## config.mk

```make
export PLATFORM = sky130hd
export DESIGN_NAME = cptf_front_flat
export DESIGN_NICKNAME = d
export VERILOG_FILES = /design/src/rtl/cidr_prefix_trie_filter_assert.svh /design/src/rtl/cptf_pkg.sv /design/src/rtl/cptf_in_if.sv /design/src/rtl/cptf_front.sv /design/src/flat_wrapper.sv
export SDC_FILE = /design/constraint.sdc
export NUM_CORES = 1
export LEC_CHECK = 0
export BUFFER_PORTS_ARGS = -buffer_cell sky130_fd_sc_hd__buf_2
export CAP_MARGIN = 25
export CORE_AREA = 2 2 108 110
export DETAILED_ROUTE_END_ITERATION = 12
export DIE_AREA = 0 0 110 112
export PLACE_DENSITY = 0.49
export SYNTH_ARGS = -nofsm -noshare
export SYNTH_HDL_FRONTEND = slang
export SYNTH_SLANG_ARGS = --single-unit
```

## constraint.sdc

```tcl
create_clock -name vclk -period 2.65
set_input_delay 0.3975 -clock vclk [all_inputs]
set_output_delay 0.3975 -clock vclk [all_outputs]
set_load 0.02 [all_outputs]
```

## src/rtl/cidr_prefix_trie_filter_assert.svh

```systemverilog
// assertion macros used by the trie filter engine rtl
// no dependencies; the macros expand to nothing when NO_ASSERTIONS is set
`ifndef CIDR_PREFIX_TRIE_FILTER_ASSERT_SVH
`define CIDR_PREFIX_TRIE_FILTER_ASSERT_SVH
`ifndef NO_ASSERTIONS
`define CPTF_ASSERT(lbl, clk, rst_n, prop) \
    lbl: assert property (@(posedge clk) disable iff (!rst_n) prop) \
        else $error("cptf assertion failed");
`define CPTF_NEVER(lbl, clk, rst_n, expr) \
    lbl: assert property (@(posedge clk) disable iff (!rst_n) !(expr)) \
        else $error("cptf forbidden condition seen");
`else
`define CPTF_ASSERT(lbl, clk, rst_n, prop)
`define CPTF_NEVER(lbl, clk, rst_n, expr)
`endif
`endif

```

## src/rtl/cptf_pkg.sv

```systemverilog
// shared types and constants of the cidr prefix trie filter
// no dependencies
package cptf_pkg;

    localparam int NODE_COUNT_DEF = 4096;
    localparam int QUEUE_DEPTH    = 2;

    localparam logic [7:0]  PLEN_MAX = 8'd128;
    localparam logic [7:0]  V4_START = 8'd96;
    localparam logic [7:0]  V6_START = 8'd0;
    localparam logic [7:0]  TOP_BIT  = 8'd127;
    localparam logic [31:0] V4_TAG   = 32'h0000_ffff;

    localparam logic [1:0] LEAF_NONE   = 2'b00;
    localparam logic [1:0] LEAF_PERMIT = 2'b01;
    localparam logic [1:0] LEAF_REJECT = 2'b10;
    localparam logic [1:0] LEAF_BOTH   = 2'b11;

    typedef enum logic [1:0] {
        OP_LOOKUP = 2'd0,
        OP_ALLOW  = 2'd1,
        OP_DENY   = 2'd2,
        OP_CLEAR  = 2'd3
    } op_t;

    typedef enum logic [1:0] {
        RESP_NONE  = 2'd0,
        RESP_ALLOW = 2'd1,
        RESP_DENY  = 2'd2,
        RESP_ERROR = 2'd3
    } resp_t;

    typedef struct packed {
        op_t          op;
        logic [127:0] addr;
        logic [7:0]   plen;
        logic         is_v4;
    } cmd_t;

endpackage

```

## src/rtl/cptf_in_if.sv

```systemverilog
// request channel of the trie filter: operation, address and prefix length
// no dependencies
interface cptf_in_if;
    logic        valid;
    logic        ready;
    logic [1:0]  op;
    logic [63:0] addr_hi;
    logic [63:0] addr_lo;
    logic [7:0]  prefix_len;

    modport source (output valid, op, addr_hi, addr_lo, prefix_len, input ready);
    modport sink   (input valid, op, addr_hi, addr_lo, prefix_len, output ready);
endinterface

```

## src/rtl/cptf_front.sv

```systemverilog
// front end: accepts request items and classifies them into commands
// depends on cptf_pkg and cptf_in_if
module cptf_front (
    cptf_in_if.sink         req,
    output cptf_pkg::cmd_t  cmd,
    output logic            push,
    input  logic            full
);
    import cptf_pkg::*;

    logic       v4;
    logic [7:0] plen;

    // ipv4-mapped form ::ffff:a.b.c.d
    assign v4   = (req.addr_hi == 64'd0) && (req.addr_lo[63:32] == V4_TAG);
    assign plen = (req.prefix_len > PLEN_MAX) ? PLEN_MAX : req.prefix_len;

    assign req.ready = !full;
    assign push      = req.valid && !full;

    assign cmd.op    = op_t'(req.op);
    assign cmd.addr  = {req.addr_hi, req.addr_lo};
    assign cmd.plen  = plen;
    assign cmd.is_v4 = v4;
endmodule

```

## src/flat_wrapper.sv

```systemverilog
// flat-port wrapper written by rule: the top's interface ports become plain ports
module cptf_front_flat import cptf_pkg::*;
  (cmd, push, full, req_valid, req_op, req_addr_hi, req_addr_lo, req_prefix_len, req_ready);
  cptf_in_if req_i ();
  output cptf_pkg::cmd_t cmd;
  output logic push;
  input  logic full;
  input wire logic [$bits(req_i.valid)-1:0] req_valid;
  input wire logic [$bits(req_i.op)-1:0] req_op;
  input wire logic [$bits(req_i.addr_hi)-1:0] req_addr_hi;
  input wire logic [$bits(req_i.addr_lo)-1:0] req_addr_lo;
  input wire logic [$bits(req_i.prefix_len)-1:0] req_prefix_len;
  output wire logic [$bits(req_i.ready)-1:0] req_ready;
  assign req_i.valid = req_valid;
  assign req_i.op = req_op;
  assign req_i.addr_hi = req_addr_hi;
  assign req_i.addr_lo = req_addr_lo;
  assign req_i.prefix_len = req_prefix_len;
  assign req_ready = req_i.ready;
  cptf_front u_core (.req(req_i), .cmd(cmd), .push(push), .full(full));
endmodule
```

======== Yosys cells after proc, flatten, opt, wreduce, memory -nomap -nowiden ========
Index checks and enable logic that the tools add are counted.
word-level totals
  output and inout port bits .............. 141
  register bits after elaboration ......... 0
  input port bits ......................... 140
  word-level logic and storage cells ...... 7
operators by class
  equal/unequal tests ..................... 1
  order comparisons ....................... 1
  reduce and logical (&&, ||, !) cells .... 4
  mux-type cells .......................... 1
operators by type and width
  operator                                               count
  zero test 64 bit                                       1
  == test 32 x 16 -> 1 bit (second input constant)       1
  greater-than comparator 8 bit (second input constant)  1
  2-to-1 mux 8 bit                                       1
  logical AND 1 bit                                      2
  zero test 1 bit                                        1

======== Depth between registers and ports, before layout ========
Gate-level depths: netlist of run 1.
  depth after elaboration ................. 2
  mapped depth ............................ 5
  depth with buffers taken out ............ 4

======== Worst setup path after synthesis of run 1 ========
OpenSTA, ideal clock, no wires.
  kind .................................... input -> output
  start point ............................. input port req_addr_hi[0]
  end point ............................... output port cmd[0] (netlist bit)
  stages .................................. 4
  buffers on the path ..................... 1
  required time ........................... 2,253 ps
  arrival time ............................ 1,734 ps
  slack ................................... 519 ps
  path through ............................ or4_1 > or4_1 > nor4_2 > buf_4
on the way
  word-level cells in the longest chain between the ends .. 2
RTL lines
  what                RTL line            source
  start: declaration  flat_wrapper.sv:10  input wire logic [$bits(req_i.addr_hi)-1:0] req_addr_hi;
  zero test 64 bit    cptf_front.sv:15    assign v4 = (req.addr_hi == 64'd0) && (req.addr_lo[63:32] == V4_TAG);
  logical AND 1 bit   cptf_front.sv:15
  end: declaration    flat_wrapper.sv:5   output cptf_pkg::cmd_t cmd;
No other way between the ends.

==> results of run 1 <==
synthesized netlist by cell type:
library cell	count	area [sq um]
nand4_1	5	31.3
inv_1	1	3.75
nor4b_1	1	8.76
nand2_1	2	7.51
nor4_1	17	106
clkbuf_1	1	3.75
nor2b_1	8	50.1
or4_1	3	22.5
nand4b_1	2	17.5
nand4bb_1	1	11.3
or4b_1	1	10.0
buf_4	131	983
nor4_2	1	12.5
worst max-delay path, stage by stage:
cell and delay [ps]:
buf_2 100, nor4_1 310, nand4_1 200, or4_1 600
nor4_2 190, buf_2 220
layer usage:
metal	track usage	wire, um
met4	0.0127	85
met5	0	0
met1	0.0623	1510
met3	0.0123	535
met2	0.111	2230
final cells by class:
| cell class | count | area (sq um) | area share |
|---|---|---|---|
| Timing Repair Buffer | 213 | 1070 | 0.696 |
| Inverter | 1 | 3.75 | 0.00245 |
| Multi-Input combinational cell | 41 | 284 | 0.185 |
| Tap cell | 143 | 179 | 0.117 |
through the flow:
step	area, sq um	util
2_1_floorplan	1270	-
3_3_place_gp	1530	0.137
3_5_place_dp	1530	0.137
4_1_cts	1530	0.137
5_1_grt	1530	0.137
6_report	1530	0.137
kinds of logic (layout without fill, tap and decap cells):
logic type | Yosys count | count (layout) | synth area share
buf+inv | 133 | 214 | 0.781
simple gates | 41 | 41 | 0.219
repair_timing:
| action | CTS | global route |
|---|---|---|
| endpoints found under the hold margin | 0 | 0 |
| gates resized for setup | 1 | 0 |
| setup endpoints to repair | 1 | 0 |
| buffers inserted | 0 | 0 |
power breakdown:
part           internal, W  switching, W  total, W  leakage (nW)
Clock                    0             0         0             0
Combinational     0.000120      0.000184  0.000304         0.889
Sequential               0             0         0             0
path summary, 6_finish.rpt:
| check | startpoint | end | slack (ps) |
|---|---|---|---|
| max | req_addr_hi[19] | cmd[0] | 230 |
| min | req_op[0] | cmd[137] | 800 |
==> flow_metrics.py, run 1 <==
metrics = {
    "route": {
        "firstDrtPassIters": 4,
        "drt_first_iter_violations": 6,
        "vias": 1323,
        "avgRoutedWirePerCell_um": 11.0,
        "routed_wirelength_um": 4360,
        "drc": 0,
        "via_per_inst": 3.32,
        "antenna_left": 0,
    },
    "die": {
        "die_h_um": 112,
        "core_sq_um": 11200,
        "die_w_um": 110,
        "die_area_sq_um": 12300,
        "num_rows": 39,
        "ioPinCount": 281,
        "initial_core_util": 0.114,
    },
    "global_route": {
        "overflow": 0,
        "grt_first_pass_wirelength_um": 5580,
        "grt_max_degree": 9,
        "antenna_found_initial": 0,
        "grt_pass1_vias": 1154,
        "gr-usage-all-layers": 0.0575,
    },
    "power_and_ir_drop": {
        "fin_total_pwr_w": 0.000304,
        "p_leak_nw": 0.889,
        "peakVddDrop_mv": 0.0493,
        "powerDensity_nw_per_um2": 198,
    },
    "worst_setup_path": {
        "crit_fanout": 2,
        "worstPathRequired_ps": 2250,
        "crit_type": "input pin to output port",
        "end_kind": "output port",
        "crit_arrival_ps": 2020,
        "startpoint_type": "input pin",
    },
    "timing": {
        "clock.fmax_mhz": 414,
        "drv_slew": 0,
        "rsz0062_at_grt": "no",
        "timing.final.crit_period_ps": 2420,
        "worst_pin_slew_ps": 402,
        "whs_ps": 795,
        "layout_setup_ws_ps": 234,
        "finalHoldViolations": 0,
        "period_share": 0.912,
        "fin_setup_tns_ps": 0,
        "finalSetupViolCount": 0,
        "max_slew_margin": 0.728,
    },
    "cells_and_area": {
        "syn2layout_area_growth_pct": 20.8,
        "nClkBuffers": 0,
        "mostFrequentLayoutCells": "buf_2, nor4_1, nor2b_1",
        "layout_commonest_cell": "buf_2",
        "seq_cells": 0,
        "diodes": 0,
        "layout.nets": 397,
        "layout-drive-gt1-share": 0.843,
        "final_cells": 398,
        "fill_cells": 1293,
        "regArea_sq_um": 0,
    },
    "placed_design": {
        "dp_cells": 398,
        "place_ws_ps": -41.0,
        "port_buffers": 213,
        "hpwlAfterDp_um": 4160,
        "globalplace.congestion": 0.720,
    },
    "yosys": {
        "ys_types": 13,
        "netlist_area_sq_um": 1270,
        "synth_area_per_cell_sq_um": 7.29,
        "ys_warn_count": 0,
        "synth_cells": 174,
        "syn_nets": 314,
        "yosysSeqAreaShare": 0,
    },
    "clock_tree": {
        "cts_hold_buf": 0,
    },
    "job": {
        "max_cap_viol_count": 0,
    },
    "hold_path": {
        "holdPathStages": 0,
        "hold_path.class": "input pin to output port",
    },
    "status": {
        "status": "completed",
    },
}
Power figures use the tool's default switching activity.
==> inputs of run 2 (changes only) <==
--- a/config.mk
+++ b/config.mk
@@ -7,10 +7,12 @@
 export LEC_CHECK = 0
 export BUFFER_PORTS_ARGS = -buffer_cell sky130_fd_sc_hd__buf_2
 export CAP_MARGIN = 25
-export CORE_AREA = 2 2 108 110
+export CELL_PAD_IN_SITES_DETAIL_PLACEMENT = 2
+export CELL_PAD_IN_SITES_GLOBAL_PLACEMENT = 2
+export CORE_AREA = 2 2 116 118
 export DETAILED_ROUTE_END_ITERATION = 12
-export DIE_AREA = 0 0 110 112
-export PLACE_DENSITY = 0.49
+export DIE_AREA = 0 0 118 120
+export PLACE_DENSITY = 0.95
 export SYNTH_ARGS = -nofsm -noshare
 export SYNTH_HDL_FRONTEND = slang
 export SYNTH_SLANG_ARGS = --single-unit
==> run 2 against run 1 <==
Against the previous run:
- global-route usage is 0.79 points higher
- sequential cell count stayed put
- maximum frequency is 4.7% lower
- sequential share of layout area stayed put
- worst setup slack worse by 120 ps
- count of clock-buffer cells in the layout stayed put
- utilization is 1.6 points lower
- highest routed layer unchanged
- first-iteration DRC count is 67% higher
- cell count is 8.3% higher
- combinational power is 2% higher
- critical path depth stayed put
- die area is 15% higher
==> flow_metrics.py, run 2 (synthesis gave the netlist of run 1 again) <==
metrics = {
    "status": {
        "status": "completed",
    },
    "worst_setup_path": {
        "worst-path-buf-inv": 2,
        "crit_fanout": 2,
        "crit_path_frequent_cell": "buf_2",
        "end_kind": "output port",
        "slowest_stage": "or4_1",
        "crit_arrival_ps": 2140,
        "path_cells": "buf_2 -> nor4_1 -> nand4_1 -> or4_1 -> nor4_2 -> buf_2",
        "worstPathRequired_ps": 2250,
        "crit_family": "simple AND/OR/NAND/NOR gates",
        "startpoint_type": "input pin",
        "slowest_delay_ps": 630,
        "crit_type": "input pin to output port",
        "crit_start": "req_addr_hi[11]",
    },
    "timing": {
        "worst_pin_slew_ps": 370,
        "fin_setup_tns_ps": 0,
        "period_share": 0.957,
        "max_slew_margin": 0.750,
        "rsz0062_at_grt": "no",
        "finalSetupViolCount": 0,
        "layout_setup_ws_ps": 115,
        "clock.fmax_mhz": 394,
        "drv_slew": 0,
        "finalHoldViolations": 0,
        "timing.final.crit_period_ps": 2530,
    },
    "placed_design": {
        "hpwlAfterDp_um": 5180,
        "globalplace.congestion": 0.681,
        "dp_cells": 431,
        "place_ws_ps": 47.4,
        "port_buffers": 213,
    },
    "cells_and_area": {
        "layout-drive-gt1-share": 0.843,
        "seq_cells": 0,
        "layout.nets": 397,
        "nClkBuffers": 0,
        "diodes": 0,
        "final_cells": 431,
        "regArea_sq_um": 0,
        "layout_commonest_cell": "buf_2",
        "syn2layout_area_growth_pct": 24.1,
        "mostFrequentLayoutCells": "buf_2, nor4_1, nor2b_1",
    },
    "die": {
        "num_rows": 42,
        "initial_core_util": 0.0977,
        "die_w_um": 118,
        "die_h_um": 120,
        "ioPinCount": 281,
        "die_area_sq_um": 14200,
        "core_sq_um": 13000,
    },
    "power_and_ir_drop": {
        "powerDensity_nw_per_um2": 196,
        "p_leak_nw": 0.889,
        "peakVddDrop_mv": 0.0332,
    },
    "global_route": {
        "grt_pass1_vias": 1411,
        "overflow": 0,
        "grt_first_pass_wirelength_um": 7540,
        "grt_max_degree": 9,
        "antenna_found_initial": 2,
        "gr-usage-all-layers": 0.0654,
    },
    "route": {
        "antenna_left": 0,
        "via_per_inst": 3.10,
        "vias": 1337,
        "avgRoutedWirePerCell_um": 12.4,
        "routed_wirelength_um": 5330,
        "firstDrtPassIters": 4,
        "drc": 0,
        "drt_first_iter_violations": 10,
    },
    "hold_path": {
        "worstHoldStart": "req_addr_lo[2]",
        "hold_path.class": "input pin to output port",
    },
    "job": {
        "max_cap_viol_count": 0,
    },
    "clock_tree": {
        "cts_hold_buf": 0,
    },
}
==> run 2: final timing paths <==
check	to	cells after the start	slack, ps
worst max-delay path	cmd[0]	6	120
worst min-delay path	cmd[11]	0	800
==> run 2: area by class of cell <==
class              count  area [sq um]
fillers             1614         11400
repair buffers       213          1070
multi-input cells     41           284
well taps            176           220
inverters              1          3.75
==> run 2: power by group <==
| group | total [W] | internal (W) | switching, W | leakage [nW] |
|---|---|---|---|---|
| clock | 0 | 0 | 0 | 0 |
| combinational | 0.000309 | 0.000120 | 0.000188 | 0.889 |
| sequential | 0 | 0 | 0 | 0 |
==> run 2: layer usage <==
layer / track usage / vias to the layer above / part of all wire / wire length (um)
met1: 0.0702 / 594 / 0.35 / 1870
met2: 0.127 / 121 / 0.53 / 2800
li1: - / 618 / - / -
met4: 0.00452 / 0 / 0.0045 / 24
met5: 0 / - / 0 / 0
met3: 0.0233 / 4 / 0.12 / 633
==> run 2: what timing repair did <==
action | 4_1_cts | 5_1_grt
buffers inserted | 0 | 0
endpoints found under the hold margin | 0 | 0
resized for setup | 0 | 1
endpoints found under the setup margin | 0 | 1
==> run 2: through the flow <==
stage | cell area [sq um] | hold WS (ps) | power (W) | util
6_report | 1570 | 795 | 0.000309 | 0.121
2_1_floorplan | 1270 | 872 | 0.000310 | -
5_1_grt | 1570 | 795 | 0.000330 | 0.121
3_5_place_dp | 1570 | 795 | 0.000312 | 0.121
4_1_cts | 1570 | 795 | 0.000313 | 0.121
3_3_place_gp | 1570 | 795 | 0.000305 | 0.121
==> inputs of run 3 (changes only) <==
--- a/config.mk
+++ b/config.mk
@@ -5,14 +5,15 @@
 export SDC_FILE = /design/constraint.sdc
 export NUM_CORES = 1
 export LEC_CHECK = 0
+export ABC_AREA = 1
 export BUFFER_PORTS_ARGS = -buffer_cell sky130_fd_sc_hd__buf_2
 export CAP_MARGIN = 25
 export CELL_PAD_IN_SITES_DETAIL_PLACEMENT = 2
 export CELL_PAD_IN_SITES_GLOBAL_PLACEMENT = 2
-export CORE_AREA = 2 2 116 118
+export CORE_AREA = 2 2 123 125
 export DETAILED_ROUTE_END_ITERATION = 12
-export DIE_AREA = 0 0 118 120
-export PLACE_DENSITY = 0.95
+export DIE_AREA = 0 0 125 127
+export PLACE_DENSITY = 0.92
 export SYNTH_ARGS = -nofsm -noshare
 export SYNTH_HDL_FRONTEND = slang
 export SYNTH_SLANG_ARGS = --single-unit
==> run 3 against run 2 <==
Against the previous run:
- power up 7.5%
- hold slack unchanged
- sequential cell count stayed put
==> flow_metrics.py, run 3 <==
metrics = {
    "yosys": {
        "yosys-top-cells-area": "buf_4, nor2_1, nand2_1, inv_1, nand4_1",
        "ys_types": 9,
        "yosys.area.top_type": "buf_4",
        "syn_nets": 381,
        "synthMostInstantiatedCell": "buf_4",
        "synth_cells": 241,
        "yosysTopAreaCellShare": 0.694,
        "synth_area_per_cell_sq_um": 5.88,
        "netlist_area_sq_um": 1420,
        "yosysSeqAreaShare": 0,
        "ys_warn_count": 0,
        "synthTopCellsByCount": "buf_4, nor2_1, nand2_1",
    },
    "die": {
        "die_h_um": 127,
        "die_w_um": 125,
        "core_sq_um": 14400,
        "num_rows": 44,
        "initial_core_util": 0.0983,
        "ioPinCount": 281,
        "die_area_sq_um": 15900,
    },
    "route": {
        "routed_wirelength_um": 6320,
        "vias": 1619,
        "firstDrtPassIters": 3,
        "drt_first_iter_violations": 9,
        "via_per_inst": 3.19,
        "antenna_left": 0,
        "drc": 0,
        "avgRoutedWirePerCell_um": 12.5,
    },
    "cells_and_area": {
        "final_core_util": 0.120,
        "final_cells": 507,
        "finalInstanceArea_sq_um": 1730,
        "seq_cells": 0,
        "nClkBuffers": 0,
        "syn2layout_area_growth_pct": 22.0,
        "layout-drive-gt1-share": 0.665,
        "layout_commonest_cell": "buf_2",
        "regArea_sq_um": 0,
        "mostFrequentLayoutCells": "buf_2, nor2_1, nand2_1",
        "layout.nets": 464,
    },
    "global_route": {
        "grt_first_pass_wirelength_um": 9360,
        "gr-usage-all-layers": 0.0716,
        "antenna_found_initial": 1,
        "overflow": 0,
        "grt_max_degree": 7,
        "grt_pass1_vias": 1728,
    },
    "timing": {
        "period_share": 0.678,
        "max_slew_margin": 0.619,
        "worst_pin_slew_ps": 569,
        "finalHoldViolations": 0,
        "layout_setup_ws_ps": 852,
        "clock.fmax_mhz": 556,
        "finalSetupViolCount": 0,
        "rsz0062_at_grt": "no",
        "drv_slew": 0,
        "fin_setup_tns_ps": 0,
        "timing.final.crit_period_ps": 1800,
    },
    "worst_setup_path": {
        "worst-path-buf-inv": 2,
        "worstPathRequired_ps": 2250,
        "crit_type": "input pin to output port",
        "slowest_delay_ps": 180,
        "cp_num_cells": 9,
        "crit_arrival_ps": 1400,
        "crit_family": "simple AND/OR/NAND/NOR gates",
        "slowest_stage": "buf_2",
        "end_kind": "output port",
        "crit_fanout": 2,
        "path_cells": "buf_2 -> nor2_1 -> nand2_1 -> nor2_1 -> nand2_1 -> nor2_1 -> nand2_1 -> nor2_2 -> buf_2",
        "startpoint_type": "input pin",
    },
    "clock_tree": {
        "cts_setup_buffers": 0,
        "ctsResizeCount": 0,
        "cts_hold_buf": 0,
    },
    "hold_path": {
        "hold_path.class": "input pin to output port",
        "holdPathStages": 0,
    },
    "placed_design": {
        "dpl_cell_area_sq_um": 1730,
        "hpwlAfterDp_um": 6170,
        "globalplace.congestion": 0.730,
        "port_buffers": 213,
        "place_ws_ps": 718,
        "dp_cells": 506,
    },
    "job": {
        "max_cap_viol_count": 0,
    },
    "power_and_ir_drop": {
        "powerDensity_nw_per_um2": 192,
        "peakVddDrop_mv": 0.0318,
        "p_leak_nw": 1.06,
    },
    "status": {
        "status": "completed",
    },
}
## run 3: changes by cell type after synthesis, sizes merged, moves of 2 or more
cell    before  now
nor2b        8    0
nor4        18    0
nand2        2   24
or4          3    0
nor2         0   63
inv          1   14
nand4b       2    0
## run 3: worst paths after layout
| kind | startpoint | to |
|---|---|---|
| worst max-delay path | req_addr_lo[57] | cmd[0] |
| worst min-delay path | req_addr_lo[18] | cmd[27] |
## run 3: final cells by class
| class | count | area (sq um) |
|---|---|---|
| antenna | 1 | 2.50 |
| fill | 1849 | 12700 |
| inverter | 14 | 52.6 |
| multi-input combinational | 95 | 378 |
| tap | 184 | 230 |
| timing repair buffer | 213 | 1070 |
## run 3: routing by layer
layer / share of wire / vias up / global-route usage
met5: 0 / - / 0
li1: - / 760 / -
met2: 0.53 / 121 / 0.141
met4: 0.022 / 0 / 0.0144
met1: 0.34 / 720 / 0.0756
met3: 0.10 / 18 / 0.0201
## run 3: logic make-up (layout without fill, tap and decap cells)
kind of cell           count (synthesis)  in the layout  share of synthesized area
AO/OA/AOI/OAI                          1              1                    0.00442
buffers and inverters                146            227                      0.733
other                                  0              1                          0
AND/OR/NAND/NOR                       94             94                      0.262
## run 3: through the flow
step / power (W) / hold WS, ps
after global placement: 0.000331 / 795
after CTS: 0.000340 / 795
after floorplan: 0.000325 / 872
final: 0.000332 / 795
after global routing: 0.000361 / 795
after detailed placement: 0.000339 / 795
## run 3: power breakdown
group | internal, W | switching [W] | total (W) | leakage, nW
Combinational | 0.000125 | 0.000207 | 0.000332 | 1.06
Sequential | 0 | 0 | 0 | 0
Clock | 0.0000000000505 | 0 | 0.0000000000505 | 0.00000634
Total | 0.000125 | 0.000207 | 0.000332 | 1.06
