`config.mk`:
```
export PLATFORM = sky130hd
export DESIGN_NAME = cptf_fifo
export DESIGN_NICKNAME = d
export VERILOG_FILES = /design/src/rtl/cidr_prefix_trie_filter_assert.svh /design/src/rtl/cptf_pkg.sv /design/src/rtl/cptf_fifo.sv
export SDC_FILE = /design/constraint.sdc
export NUM_CORES = 1
export LEC_CHECK = 0
export BUFFER_PORTS_ARGS = -buffer_cell sky130_fd_sc_hd__buf_2
export CAP_MARGIN = 10
export CORE_MARGIN = 1.5
export CORE_UTILIZATION = 47
export DETAILED_ROUTE_END_ITERATION = 10
export PLACE_DENSITY_LB_ADDON = 0.15
export SETUP_SLACK_MARGIN = 0.3
export SYNTH_ARGS = -nofsm -noshare
export SYNTH_HDL_FRONTEND = slang
export SYNTH_SLANG_ARGS = --single-unit
```
`constraint.sdc`:
```
create_clock -name clk -period 7.63 [get_ports clk]
set_input_delay 0.3815 -clock clk [delete_from_list [all_inputs] [get_ports clk]]
set_output_delay 0.3815 -clock clk [all_outputs]
set_load 0.005 [all_outputs]
```
`src/rtl/cidr_prefix_trie_filter_assert.svh`:
```
// assertion macros used by the trie filter engine rtl
// no dependencies; the macros expand to nothing when NO_ASSERTIONS is set
`ifndef CIDR_PREFIX_TRIE_FILTER_ASSERT_SVH
`define CIDR_PREFIX_TRIE_FILTER_ASSERT_SVH
`ifndef NO_ASSERTIONS
`define CPTF_ASSERT(lbl, clk, rst_n, prop) \
    lbl: assert property (@(posedge clk) disable iff (!rst_n) prop) \
        else $error("cptf assertion failed");
`define CPTF_NEVER(lbl, clk, rst_n, expr) \
    lbl: assert property (@(posedge clk) disable iff (!rst_n) !(expr)) \
        else $error("cptf forbidden condition seen");
`else
`define CPTF_ASSERT(lbl, clk, rst_n, prop)
`define CPTF_NEVER(lbl, clk, rst_n, expr)
`endif
`endif

```
`src/rtl/cptf_pkg.sv`:
```
// shared types and constants of the cidr prefix trie filter
// no dependencies
package cptf_pkg;

    localparam int NODE_COUNT_DEF = 4096;
    localparam int QUEUE_DEPTH    = 2;

    localparam logic [7:0]  PLEN_MAX = 8'd128;
    localparam logic [7:0]  V4_START = 8'd96;
    localparam logic [7:0]  V6_START = 8'd0;
    localparam logic [7:0]  TOP_BIT  = 8'd127;
    localparam logic [31:0] V4_TAG   = 32'h0000_ffff;

    localparam logic [1:0] LEAF_NONE   = 2'b00;
    localparam logic [1:0] LEAF_PERMIT = 2'b01;
    localparam logic [1:0] LEAF_REJECT = 2'b10;
    localparam logic [1:0] LEAF_BOTH   = 2'b11;

    typedef enum logic [1:0] {
        OP_LOOKUP = 2'd0,
        OP_ALLOW  = 2'd1,
        OP_DENY   = 2'd2,
        OP_CLEAR  = 2'd3
    } op_t;

    typedef enum logic [1:0] {
        RESP_NONE  = 2'd0,
        RESP_ALLOW = 2'd1,
        RESP_DENY  = 2'd2,
        RESP_ERROR = 2'd3
    } resp_t;

    typedef struct packed {
        op_t          op;
        logic [127:0] addr;
        logic [7:0]   plen;
        logic         is_v4;
    } cmd_t;

endpackage

```
`src/rtl/cptf_fifo.sv`:
```
// short command queue between front end and trie engine
// depends on cptf_pkg
module cptf_fifo (
    input  logic            clk,
    input  logic            rst_n,
    input  logic            push,
    input  cptf_pkg::cmd_t  din,
    output logic            full,
    input  logic            pop,
    output cptf_pkg::cmd_t  dout,
    output logic            empty
);
    import cptf_pkg::*;

    localparam int PW = $clog2(QUEUE_DEPTH);
    localparam logic [PW-1:0] PTR_LAST = PW'(QUEUE_DEPTH - 1);
    localparam logic [PW:0]   CNT_FULL = (PW + 1)'(QUEUE_DEPTH);

    cmd_t          slot_reg [QUEUE_DEPTH];
    logic [PW-1:0] wr_ptr_reg, wr_ptr_next;
    logic [PW-1:0] rd_ptr_reg, rd_ptr_next;
    logic [PW:0]   cnt_reg, cnt_next;

    assign full  = (cnt_reg == CNT_FULL);
    assign empty = (cnt_reg == '0);
    assign dout  = slot_reg[rd_ptr_reg];

    always_comb
    begin
        wr_ptr_next = wr_ptr_reg;
        rd_ptr_next = rd_ptr_reg;
        cnt_next    = cnt_reg;
        if (push)
        begin
            wr_ptr_next = (wr_ptr_reg == PTR_LAST) ? '0 : wr_ptr_reg + 1'b1;
        end
        if (pop)
        begin
            rd_ptr_next = (rd_ptr_reg == PTR_LAST) ? '0 : rd_ptr_reg + 1'b1;
        end
        if (push && !pop)
        begin
            cnt_next = cnt_reg + 1'b1;
        end
        else if (pop && !push)
        begin
            cnt_next = cnt_reg - 1'b1;
        end
    end

    always_ff @(posedge clk or negedge rst_n)
    begin
        if (!rst_n)
        begin
            wr_ptr_reg <= '0;
            rd_ptr_reg <= '0;
            cnt_reg    <= '0;
        end
        else
        begin
            wr_ptr_reg <= wr_ptr_next;
            rd_ptr_reg <= rd_ptr_next;
            cnt_reg    <= cnt_next;
        end
    end

    always_ff @(posedge clk)
    begin
        if (push)
        begin
            slot_reg[wr_ptr_reg] <= din;
        end
    end
endmodule

```
# == Yosys cells after proc, flatten, opt, wreduce, memory -nomap -nowiden ==
# Memory sizes are Yosys's and may differ from the RTL's.
# Cells that the tools add are included.
# totals
regBits,4
ramBits,278
in_bits,143
n_memories,1
# classes
addsub,4
n_eq_ne,1
mux,6
reduce_logical,6
# memory_table
name,depth,width,read_ports,rd_clocked_by_memory_dff,wr,line_no,rtl
slot_reg,2,139,1,0,1,cptf_fifo.sv:19,cmd_t slot_reg [QUEUE_DEPTH];
# op_table
op,count
2-to-1 mux 1 bit,4
2-to-1 mux 2 bit,2
"adder 1 bit, second input constant",2
"adder 2 x 1 -> 2 bit, second input constant",1
"== test 2 bit, second input constant",1
logical AND 1 bit,2
zero test 1 bit,2
zero test 2 bit,1
nonzero test 2 bit,1
"subtractor 2 x 1 -> 2 bit, second input constant",1

# == Depth between registers and ports, before layout ==
# Gate-level depths: netlist of the first run.
# logic_depth
word_depth,4
ltp_mapped,5
ltp_nobuf,5

# == Worst setup path after synthesis of the first run ==
# No wires, ideal clock.
# synth_timing
path_kind,register to register
start,register wr_ptr_reg
end,"memory slot_reg[0][0] in the netlist's numbering, enable pin"
setup_ns,0.656
t_arrival_ns,6.541
required_ns,6.974
setup_slack_ns,0.433
stages_incl_launch_ff,2
synth_period_minus_slack_ns,7.197
cell_sequence,dfrtp_1 -> nor2b_1
# synth_rtl
element,line_no,rtl
"start, declared",cptf_fifo.sv:20,"logic [PW-1:0] wr_ptr_reg, wr_ptr_next;"
"start signal, assigned",cptf_fifo.sv:61,wr_ptr_reg <= wr_ptr_next;
"end, declared",cptf_fifo.sv:19,
# Straight into the memory's write port.

==> run_results.csv, run 1 <==
group,metric,value,unit
detailed_routing,routed_via_density,4.94,
cts,cts_buffers,27,
setup_path,cp_max_fo,55,
detailed_routing,routed.top_layer,"met5",
sta,tightest_slew,1.14,ns
sta,post-route-period-util,0.434,
grt,grt_overflow_total,0,
cts,cts.clk_slew.worst_paths,0.06,ns
outcome,status,"finished clean",
setup_path,cp_top_family,"flip-flops",
floorplanning,start_util,0.483,
logic_synthesis,synth_area_per_cell,23.7,um^2
pwr,p_seq_frac,0.468,
detailed_routing,routed_wl,19800,um
placed_design,io_buffers,283,
setup_path,cp_cell_sequence,"buf_4 -> mux2_4 -> buf_2",
detailed_routing,drt-pass1-iter-count,4,
setup_path,slowest_stage,"dfrtp_4",
logic_synthesis,synth-seq-cells,282,
pwr,clkPwrFrac,0.258,
detailed_routing,drt-initial-drc-count,222,
final_layout,largest_reg_flops,278,
final_layout,syn_to_final_growth,23.4,%
sta,fmax,302,MHz
pwr,intPower,3.50,mW
sta,period_needed,3.31,ns
setup_path,critical_path.endpoint_type,"primary output",
floorplanning,placementRows,54,
logic_synthesis,syn_inst,449,
cts,clk_path_buf_depth,3,
sta,slew_headroom,0.238,
placed_design,gp_congestion,0.766,
logic_synthesis,synth_top_area_share,0.785,
pwr,p_per_area,360,nW/um^2
pwr,ir_drop,237,uV
detailed_routing,drc_errors,0,
setup_path,max_stage_delay,1.08,ns
sta,hold_viol,0,
detailed_routing,wl_met2,9890,um
floorplanning,fp.dieW,153,um
worst_hold_path,hold_path.class,"in2reg",
flow_run,max_cap_viol_count,0,
final_layout,nets,895,
cts,cts.sinks,282,
logic_synthesis,yosysSeqAreaShare,0.794,
logic_synthesis,synth_cell_types,14,
detailed_routing,dr_wl_met3,1940,um
setup_path,crit_path_start_kind,"register",
logic_synthesis,synth.area.top_cells,"edfxtp_1 79%, mux2_4 14%, mux2_2 4.1%",
logic_synthesis,ys_warn_count,0,
setup_path,critPathRequiredTime,7.25,ns
setup_path,worstSetupPathType,"reg2out",
final_layout,fin_cells,1052,
grt,antenna_found_initial,5,
setup_path,cp.arrival,2.93,ns
cts,cts-htree-levels,1,
logic_synthesis,synth_top_cell_by_area,"edfxtp_1",
pwr,pwr-share-comb,0.274,
logic_synthesis,synth.cell_area,10600,um^2
pwr,power.leakage,5.22,nW
cts,clock_latency,0.51,ns
grt,grt_pass1_wl,29500,um
cts,root_buffer,"clkbuf_16",
cts,cts.repair.resized,0,
grt,grtUsageTotal,0.163,
logic_synthesis,syn-num-nets,593,
placed_design,dp.cells,1001,
final_layout,drive_gt1_frac,0.603,
detailed_routing,vias,5193,
detailed_routing,wl_met1,7620,um
final_layout,final_util,0.596,
placed_design,dp_hpwl,13400,um
floorplanning,io_pins,284,
floorplanning,core_area,22000,um^2
sta,rsz0062_at_grt,"false",
grt,grt_pass1_vias,5430,
sta,tns,0,ns
cts,cts_tree,"yes",
grt,grt_start_max_net_pins,81,
floorplanning,die_y,153,um
detailed_routing,postRouteAntennaNets,0,
floorplanning,die_area,23500,um^2
sta,slew_violations,0,
sta,setup_violations,0,
pwr,power_switching,1.23,mW
detailed_routing,wl_per_cell,18.8,um
sta,clock_skew,0.00424,ns
pwr,switching_share,0.260,
setup_path,path_buf_inv,2,
[cell usage after synthesis, drive strengths merged]
cell,count
buf,16
edfxtp,278
xor2,4
mux2,139
ha,1
inv,1
dfrtp,4
nor2,2
xnor2,1
nor2b,2
and2,1
[cell type report]
| class | instances | area (um^2) |
|---|---|---|
| multi-input combinational | 150 | 2030 |
| timing repair buffer | 289 | 1460 |
| tap | 280 | 350 |
| clock buffer | 31 | 691 |
| clock inverter | 15 | 114 |
| fill | 1670 | 8910 |
| inverter | 1 | 3.75 |
| antenna | 4 | 10.0 |
| sequential | 282 | 8450 |
[repair_timing]
item	CTS	global route
hold buffers	1	0
buffers inserted	0	0
endpoints found under the hold margin	4	0
[cells by family (layout without fill, tap and decap cells)]
family                   Yosys count  count (layout)  share of synthesized area
AND/OR/NAND/NOR                    5               5                    0.00247
adder cells (fa/ha/maj)            1               1                    0.00118
XOR/XNOR                           5               5                    0.00412
flip-flops                       282             282                      0.794
multiplexers                     139             139                      0.182
other                              0               4                          0
buffers and inverters             17             336                     0.0153
[path summary, 6_finish.rpt]
| check | depth (start not counted) | slack, ns | startpoint | end |
|---|---|---|---|---|
| max in group asynchronous | 2 | 7.29 | rst_n | rd_ptr_reg |
| worst min-delay path | 1 | 0.05 | din[114] | slot_reg[1][114] |
| worst min register to register | 1 | 0.49 | cnt_reg[1] | cnt_reg[1] |
| worst max register to register | 2 | 5.02 | wr_ptr_reg | slot_reg[1][15] |
| worst max-delay path | 3 | 4.32 | rd_ptr_reg | dout[67] |
| min in group asynchronous | 2 | 0.21 | rst_n | cnt_reg[1] |
[power groups by stage]
| stage | clock network, mW | logic, mW | registers [mW] |
|---|---|---|---|
| 2_1_floorplan | 0 | 0.938 | 2.20 |
| 3_3_place_gp | 0 | 1.31 | 2.23 |
| 3_5_place_dp | 0 | 1.32 | 2.25 |
| 4_1_cts | 1.25 | 1.32 | 2.22 |
| 5_1_grt | 1.31 | 1.40 | 2.24 |
| 6_report | 1.22 | 1.29 | 2.21 |
[per-layer routing]
metal / vias to the layer above / GRT usage
met3: 31 / 0.0567
li1: 2396 / -
met5: - / 0
met4: 2 / 0.0472
met2: 214 / 0.281
met1: 2550 / 0.194
[stage by stage]
step           hold slack, ns  total power [mW]  area, um^2  worst slack (ns)
3_5_place_dp            0.191              3.57       12300              4.80
5_1_grt                0.0278              4.95       13100              4.16
2_1_floorplan          0.0859              3.13       10600             0.433
6_report               0.0526              4.72       13100              4.32
4_1_cts                0.0292              4.79       13100              4.24
3_3_place_gp            0.189              3.54       12300              4.84
[placed cells by master (no fill, tap or decap), drive strengths merged]
cell / n
and2: 1
buf: 288
bufinv: 2
clkbuf: 31
clkinv: 13
dfrtp: 4
diode: 4
dlygate4sd3: 1
edfxtp: 278
ha: 1
inv: 1
mux2: 139
nor2: 2
nor2b: 2
xnor2: 1
xor2: 4
Power figures use the tool's default switching activity.
==> inputs of run 2 (changes only) <==
--- a/config.mk
+++ b/config.mk
@@ -8,7 +8,7 @@
 export BUFFER_PORTS_ARGS = -buffer_cell sky130_fd_sc_hd__buf_2
 export CAP_MARGIN = 10
 export CORE_MARGIN = 1.5
-export CORE_UTILIZATION = 47
+export CORE_UTILIZATION = 52
 export DETAILED_ROUTE_END_ITERATION = 10
 export PLACE_DENSITY_LB_ADDON = 0.15
 export SETUP_SLACK_MARGIN = 0.3
==> constraint.sdc (replaced) <==
create_clock -name clk -period 3.2 [get_ports clk]
set_input_delay 0.16 -clock clk [delete_from_list [all_inputs] [get_ports clk]]
set_output_delay 0.16 -clock clk [all_outputs]
set_load 0.005 [all_outputs]
==> run 2 against run 1 <==
Sequential share of layout area fell by 6.8 points. Clock power rose to 2.6 times the previous value. Cell count rose by 13%. Flip-flop and latch count did not move. Via count rose by 11%. Register-to-register slack got worse by 3.7 ns. Hold slack improved by 0.30 ns. Global-route usage rose by 2.9 points. Critical path type unchanged. Sequential power rose by 130%.
==> run_results.csv, run 2 (same netlist as run 1, synthesis figures left out) <==
group,metric,value,unit
final_layout,final_cell_mix,"283 x buf_2, 278 x edfxtp_1, 143 x dlygate4sd3_1",
pwr,ir_drop,700,uV
cts,clock_latency,0.53,ns
detailed_routing,postRouteAntennaNets,0,
cts,cts-htree-levels,1,
sta,rsz0062_at_grt,"false",
sta,clock_skew,0.0122,ns
floorplanning,placementRows,52,
detailed_routing,drt-pass1-iter-count,4,
final_layout,multi_input_area,2030,um^2
placed_design,gp_congestion,0.752,
setup_path,cp.arrival,2.32,ns
setup_path,worstSetupPathType,"reg2out",
setup_path,cp-startpoint,"rd_ptr_reg",
pwr,p_per_area,800,nW/um^2
sta,holdWs,0.351,ns
sta,fmax,403,MHz
cts,cts.clk_slew.worst_paths,0.06,ns
setup_path,reg2reg_slack,1.30,ns
final_layout,largest_reg_flops,278,
sta,slew_headroom,0.336,
final_layout,final_area,14700,um^2
sta,tns,0,ns
cts,cts.repair.resized,0,
setup_path,timing.rr.start,"wr_ptr_reg",
sta,slew_violations,0,
final_layout,drive_gt1_frac,0.509,
detailed_routing,drc_errors,0,
floorplanning,start_util,0.527,
setup_path,slowest_stage,"dfrtp_4",
cts,cts_buffers,28,
floorplanning,io_pins,284,
flow_run,max_cap_viol_count,0,
final_layout,syn_to_final_growth,37.8,%
worst_hold_path,hold_path.class,"in2reg",
setup_path,crit_path_start_kind,"register",
cts,cts.sinks,282,
final_layout,nets,1040,
detailed_routing,routed_via_density,4.84,
worst_hold_path,worstHoldPathCells,2,
sta,hold_viol,0,
cts,clk_path_buf_depth,3,
setup_path,max_stage_delay,0.79,ns
sta,post-route-period-util,0.775,
placed_design,io_buffers,283,
worst_hold_path,min_from,"din[8]",
grt,grt_overflow_total,0,
floorplanning,die_area,21300,um^2
detailed_routing,drt-initial-drc-count,266,
grt,grt_pass1_vias,6176,
detailed_routing,vias,5745,
sta,tightest_slew,0.996,ns
grt,grt_pass1_wl,32100,um
grt,antenna_found_initial,2,
setup_path,critPathRequiredTime,3.04,ns
setup_path,r2r_cells,2,
floorplanning,die_y,146,um
cts,root_buffer,"clkbuf_16",
grt,grt_start_max_net_pins,75,
setup_path,critical_path.endpoint_type,"primary output",
pwr,power.leakage,5.87,nW
sta,setup_violations,0,
outcome,status,"finished clean",
final_layout,fillers,1285,
sta,period_needed,2.48,ns
grt,grtUsageTotal,0.193,
final_layout,final_common_cell,"buf_2",
placed_design,place_area,12300,um^2
floorplanning,core_area,20200,um^2
cts,post_cts_buffers,0,
floorplanning,fp.dieW,146,um
final_layout,seqCellArea,8450,um^2
setup_path,cp_cell_sequence,"buf_12 -> mux2_2 -> buf_2",
placed_design,dp_hpwl,13000,um
setup_path,cp_max_fo,58,
detailed_routing,wl_per_cell,17.7,um
cts,cts_tree,"yes",
detailed_routing,routed_wl,21100,um
run 2: cell types whose count changed in the layout (fill, tap and decap cells not counted), moves of 2 or more:
cell           previous run  this run
buf_12                    0         3
clkbuf_1                  4        10
clkbuf_16                27        29
clkinv_1                  9         6
diode_2                   4         1
dlygate4sd3_1             1       143
run 2: cell type report:
type / instances / share of cell area
tap: 270 / 0.0230
sequential: 282 / 0.577
clock buffer: 39 / 0.0521
clock inverter: 12 / 0.00871
antenna: 1 / 0.000171
timing repair buffer: 433 / 0.200
inverter: 1 / 0.000256
multi-input combinational: 150 / 0.139
run 2: critical path, delay by kind of cell (launching register included):
kind                   cells  cell delay (ns)
multiplexers               1             0.40
flip-flops                 1             0.79
buffers and inverters      2             0.57
run 2: per-stage QoR:
step	utilization	setup slack [ns]	std cells	total power, mW
after floorplan	-	0.290	449	7.38
after global placement	0.611	1.29	993	8.44
after detailed placement	0.611	1.27	993	8.52
after CTS	0.727	0.684	1187	11.8
after global routing	0.727	0.638	1188	12.2
final	0.727	0.719	1188	11.7
run 2: repair_timing:
action / 4_1_cts / 5_1_grt
endpoints found under the hold margin: 284 / 0
hold buffers: 143 / 0
endpoints found under the setup margin: 0 / 0
run 2: metal layers:
| metal | vias to the layer above | wire length (um) | global-route usage |
|---|---|---|---|
| met3 | 43 | 1600 | 0.0536 |
| met2 | 225 | 10700 | 0.344 |
| met4 | 2 | 533 | 0.0596 |
| li1 | 2685 | - | - |
| met1 | 2790 | 8220 | 0.227 |
| met5 | - | 12 | 0 |
run 2: path summary, 6_finish.rpt:
path	to
min in group asynchronous	cnt_reg[1]
worst max register to register	slot_reg[1][46]
worst max-delay path	dout[136]
max in group asynchronous	rd_ptr_reg
worst min register to register	cnt_reg[1]
worst min-delay path	slot_reg[0][8]
run 2: report_power, final:
group | leakage, nW | total (mW) | switching (mW) | internal, mW
Sequential | 2.65 | 5.19 | 0.278 | 4.91
Combinational | 2.79 | 3.38 | 1.50 | 1.88
Clock | 0.433 | 3.16 | 1.27 | 1.89
==> inputs of run 3 (changes only) <==
--- a/config.mk
+++ b/config.mk
@@ -5,10 +5,11 @@
 export SDC_FILE = /design/constraint.sdc
 export NUM_CORES = 1
 export LEC_CHECK = 0
+export ABC_AREA = 1
 export BUFFER_PORTS_ARGS = -buffer_cell sky130_fd_sc_hd__buf_2
 export CAP_MARGIN = 10
 export CORE_MARGIN = 1.5
-export CORE_UTILIZATION = 52
+export CORE_UTILIZATION = 47
 export DETAILED_ROUTE_END_ITERATION = 10
 export PLACE_DENSITY_LB_ADDON = 0.15
 export SETUP_SLACK_MARGIN = 0.3
==> constraint.sdc (replaced) <==
create_clock -name clk -period 2.2 [get_ports clk]
set_input_delay 0.11 -clock clk [delete_from_list [all_inputs] [get_ports clk]]
set_output_delay 0.11 -clock clk [all_outputs]
set_load 0.005 [all_outputs]
==> run 3 against run 2 <==
Via count up 3.4%. Worst setup slack lost 0.53 ns. Core utilization fell by 1.7 points. Hold slack got worse by 0.056 ns. First-iteration DRC count up 6.4%. Largest power group unchanged. Highest routed layer is now met4.
==> run_results.csv, run 3 <==
group,metric,value,unit
outcome,status,"finished clean",
sta,period_needed,2.01,ns
setup_path,r2r_cells,3,
pwr,power,19.2,mW
pwr,p_per_area,1230,nW/um^2
detailed_routing,postRouteAntennaNets,0,
sta,rsz0062_at_grt,"true",
cts,clk_path_buf_depth,3,
final_layout,nets,1077,
logic_synthesis,synth_common_cells,"278 x edfxtp_1, 100 x mux2_4, 39 x mux2_2, 11 x buf_6, 7 x inv_1",
logic_synthesis,syn_inst,458,
pwr,p_seq_frac,0.387,
cts,cts-htree-levels,1,
floorplanning,placementRows,54,
sta,setup_violations,0,
grt,grt_overflow_total,0,
floorplanning,io_pins,284,
floorplanning,fp.dieW,154,um
placed_design,dp_hpwl,13300,um
sta,hold_viol,0,
setup_path,critPathRequiredTime,2.09,ns
setup_path,reg2reg_to,"slot_reg[1][5]",
placed_design,gp_congestion,0.749,
logic_synthesis,synth.area.top_cells,"edfxtp_1 78%, mux2_4 14%, mux2_2 4.1%",
pwr,intPower,14.1,mW
setup_path,cp-endpoint,"dout[55]",
pwr,ir_drop,799,uV
sta,fmax,497,MHz
pwr,power.leakage,6.30,nW
logic_synthesis,synth-seq-cells,282,
floorplanning,die_area,23600,um^2
setup_path,timing.rr.start,"wr_ptr_reg",
floorplanning,start_util,0.484,
cts,cts_buffers,29,
final_layout,diodes,0,
pwr,switching_share,0.263,
setup_path,cp_max_fo,4,
logic_synthesis,synth_top_cell_by_area,"edfxtp_1",
cts,cts.sinks,282,
sta,slew_violations,0,
final_layout,final_common_cell,"edfxtp_1",
logic_synthesis,synth.cell_area,10700,um^2
cts,clock_latency,0.54,ns
grt,grtUsageTotal,0.192,
detailed_routing,drt-pass1-iter-count,4,
setup_path,worstSetupPathType,"reg2out",
final_layout,syn_to_final_growth,46.7,%
floorplanning,die_y,154,um
detailed_routing,routed_wl,23700,um
cts,cts_tree,"yes",
detailed_routing,wl_per_cell,19.2,um
setup_path,cp-startpoint,"rd_ptr_reg",
placed_design,place_ws,0.515,ns
detailed_routing,routed_via_density,4.81,
sta,slew_headroom,0.572,
logic_synthesis,async_reset_ff_frac,0.0142,
final_layout,largest_reg_flops,278,
detailed_routing,drt-initial-drc-count,283,
logic_synthesis,synth_top_flop_cell,"edfxtp_1",
pwr,clkPwrFrac,0.251,
grt,grt_start_max_net_pins,95,
sta,post-route-period-util,0.914,
cts,root_buffer,"clkbuf_16",
grt,grt_pass1_vias,6498,
logic_synthesis,synth_top_area_share,0.784,
sta,setup_slack,0.189,ns
worst_hold_path,hold_path.class,"in2reg",
floorplanning,core_area,22000,um^2
pwr,pwr-share-comb,0.362,
cts,cts.clk_slew.worst_paths,0.06,ns
pwr,power_switching,5.03,mW
flow_run,max_cap_viol_count,0,
logic_synthesis,syn-num-nets,602,
placed_design,io_buffers,283,
detailed_routing,drc_errors,0,
logic_synthesis,synth_cell_types,15,
final_layout,drive_gt1_frac,0.527,
logic_synthesis,synth_enable_flop_cells,278,
sta,clock_skew,0.0100,ns
grt,antenna_found_initial,0,
setup_path,critical_path.endpoint_type,"primary output",
final_layout,final_cell_mix,"278 x edfxtp_1, 241 x buf_2, 143 x dlygate4sd3_1",
logic_synthesis,synth.most_common_cell,"edfxtp_1",
logic_synthesis,yosysSeqAreaShare,0.793,
setup_path,crit_path_start_kind,"register",
grt,grt_pass1_wl,35100,um
detailed_routing,vias,5939,
logic_synthesis,synth_area_per_cell,23.3,um^2
setup_path,reg2reg_slack,0.66,ns
setup_path,cp.arrival,1.90,ns
logic_synthesis,ys_warn_count,0,
sta,tightest_slew,0.643,ns
-- run 3: cell count changes in the layout (fill, tap and decap cells not counted), moves of 5 or more --
cell       previous run  this run
buf_6                 0        44
buf_2               283       241
buf_16                0        12
clkbuf_1             10         3
buf_12                3         9
clkbuf_16            29        34
inv_1                 1         6
-- run 3: power groups by stage --
stage,logic [mW],clock network (mW),registers [mW]
after floorplan,3.27,0,7.49
after global placement,4.86,0,7.56
after detailed placement,4.90,0,7.63
after CTS,6.51,4.91,7.41
after global routing,7.33,5.13,7.49
final,6.95,4.81,7.41
-- run 3: cells by family after synthesis --
family,share of synthesized area
adder cells (fa/ha/maj),0.00117
buffers and inverters,0.0174
multiplexers,0.182
XOR/XNOR,0.00247
flip-flops,0.793
AND/OR/NAND/NOR,0.00388
-- run 3: worst min path at each step --
stage,startpoint,to,slack (ns),depth (start not counted)
6_report,din[130],slot_reg[0][130],0.30,2
5_1_grt,din[116],slot_reg[0][116],0.29,2
4_1_cts,din[113],slot_reg[0][113],0.27,2
3_5_place_dp,rst_n,cnt_reg[1],-0.07,1
3_3_place_gp,rst_n,cnt_reg[1],-0.08,1
2_1_floorplan,rst_n,cnt_reg[0],-0.19,0
-- run 3: final cells by class --
| class | count | area [um^2] |
|---|---|---|
| Clock buffer | 32 | 737 |
| Clock inverter | 21 | 204 |
| Fill cell | 1377 | 6400 |
| Inverter | 7 | 30.0 |
| Multi-Input combinational cell | 153 | 2040 |
| Sequential cell | 282 | 8450 |
| Tap cell | 280 | 350 |
| Timing Repair Buffer | 460 | 3810 |
-- run 3: what timing repair did --
| action | CTS | global route |
|---|---|---|
| endpoints found under the setup margin | 127 | 139 |
| hold buffers | 143 | 0 |
| buffers inserted | 11 | 0 |
| pin swaps | 0 | 0 |
| cloned | 10 | 5 |
| endpoints found under the hold margin | 285 | 0 |
| gates resized for setup | 42 | 23 |
-- run 3: critical path, stage by stage (launching register included) --
cell and delay [ns]:
dfrtp_4 0.49, buf_12 0.15, buf_6 0.14, clkbuf_16 0.16, mux2_4 0.29, buf_2 0.13
-- run 3: metrics by stage --
stage / hold WS (ns) / instances / setup TNS, ns / area [um^2] / utilization
2_1_floorplan: -0.186 / 458 / -201.02 / 10700 / -
3_3_place_gp: -0.0793 / 1013 / 0 / 12400 / 0.564
3_5_place_dp: -0.0747 / 1013 / 0 / 12400 / 0.564
4_1_cts: 0.274 / 1230 / 0 / 15400 / 0.697
5_1_grt: 0.287 / 1235 / 0 / 15600 / 0.709
6_report: 0.295 / 1235 / 0 / 15600 / 0.709
-- run 3: per-layer routing --
layer	vias up	share of wire	GRT usage
met3	45	0.067	0.0431
met5	-	0	0
li1	2767	-	-
met4	0	0.025	0.0601
met2	238	0.53	0.348
met1	2889	0.38	0.228
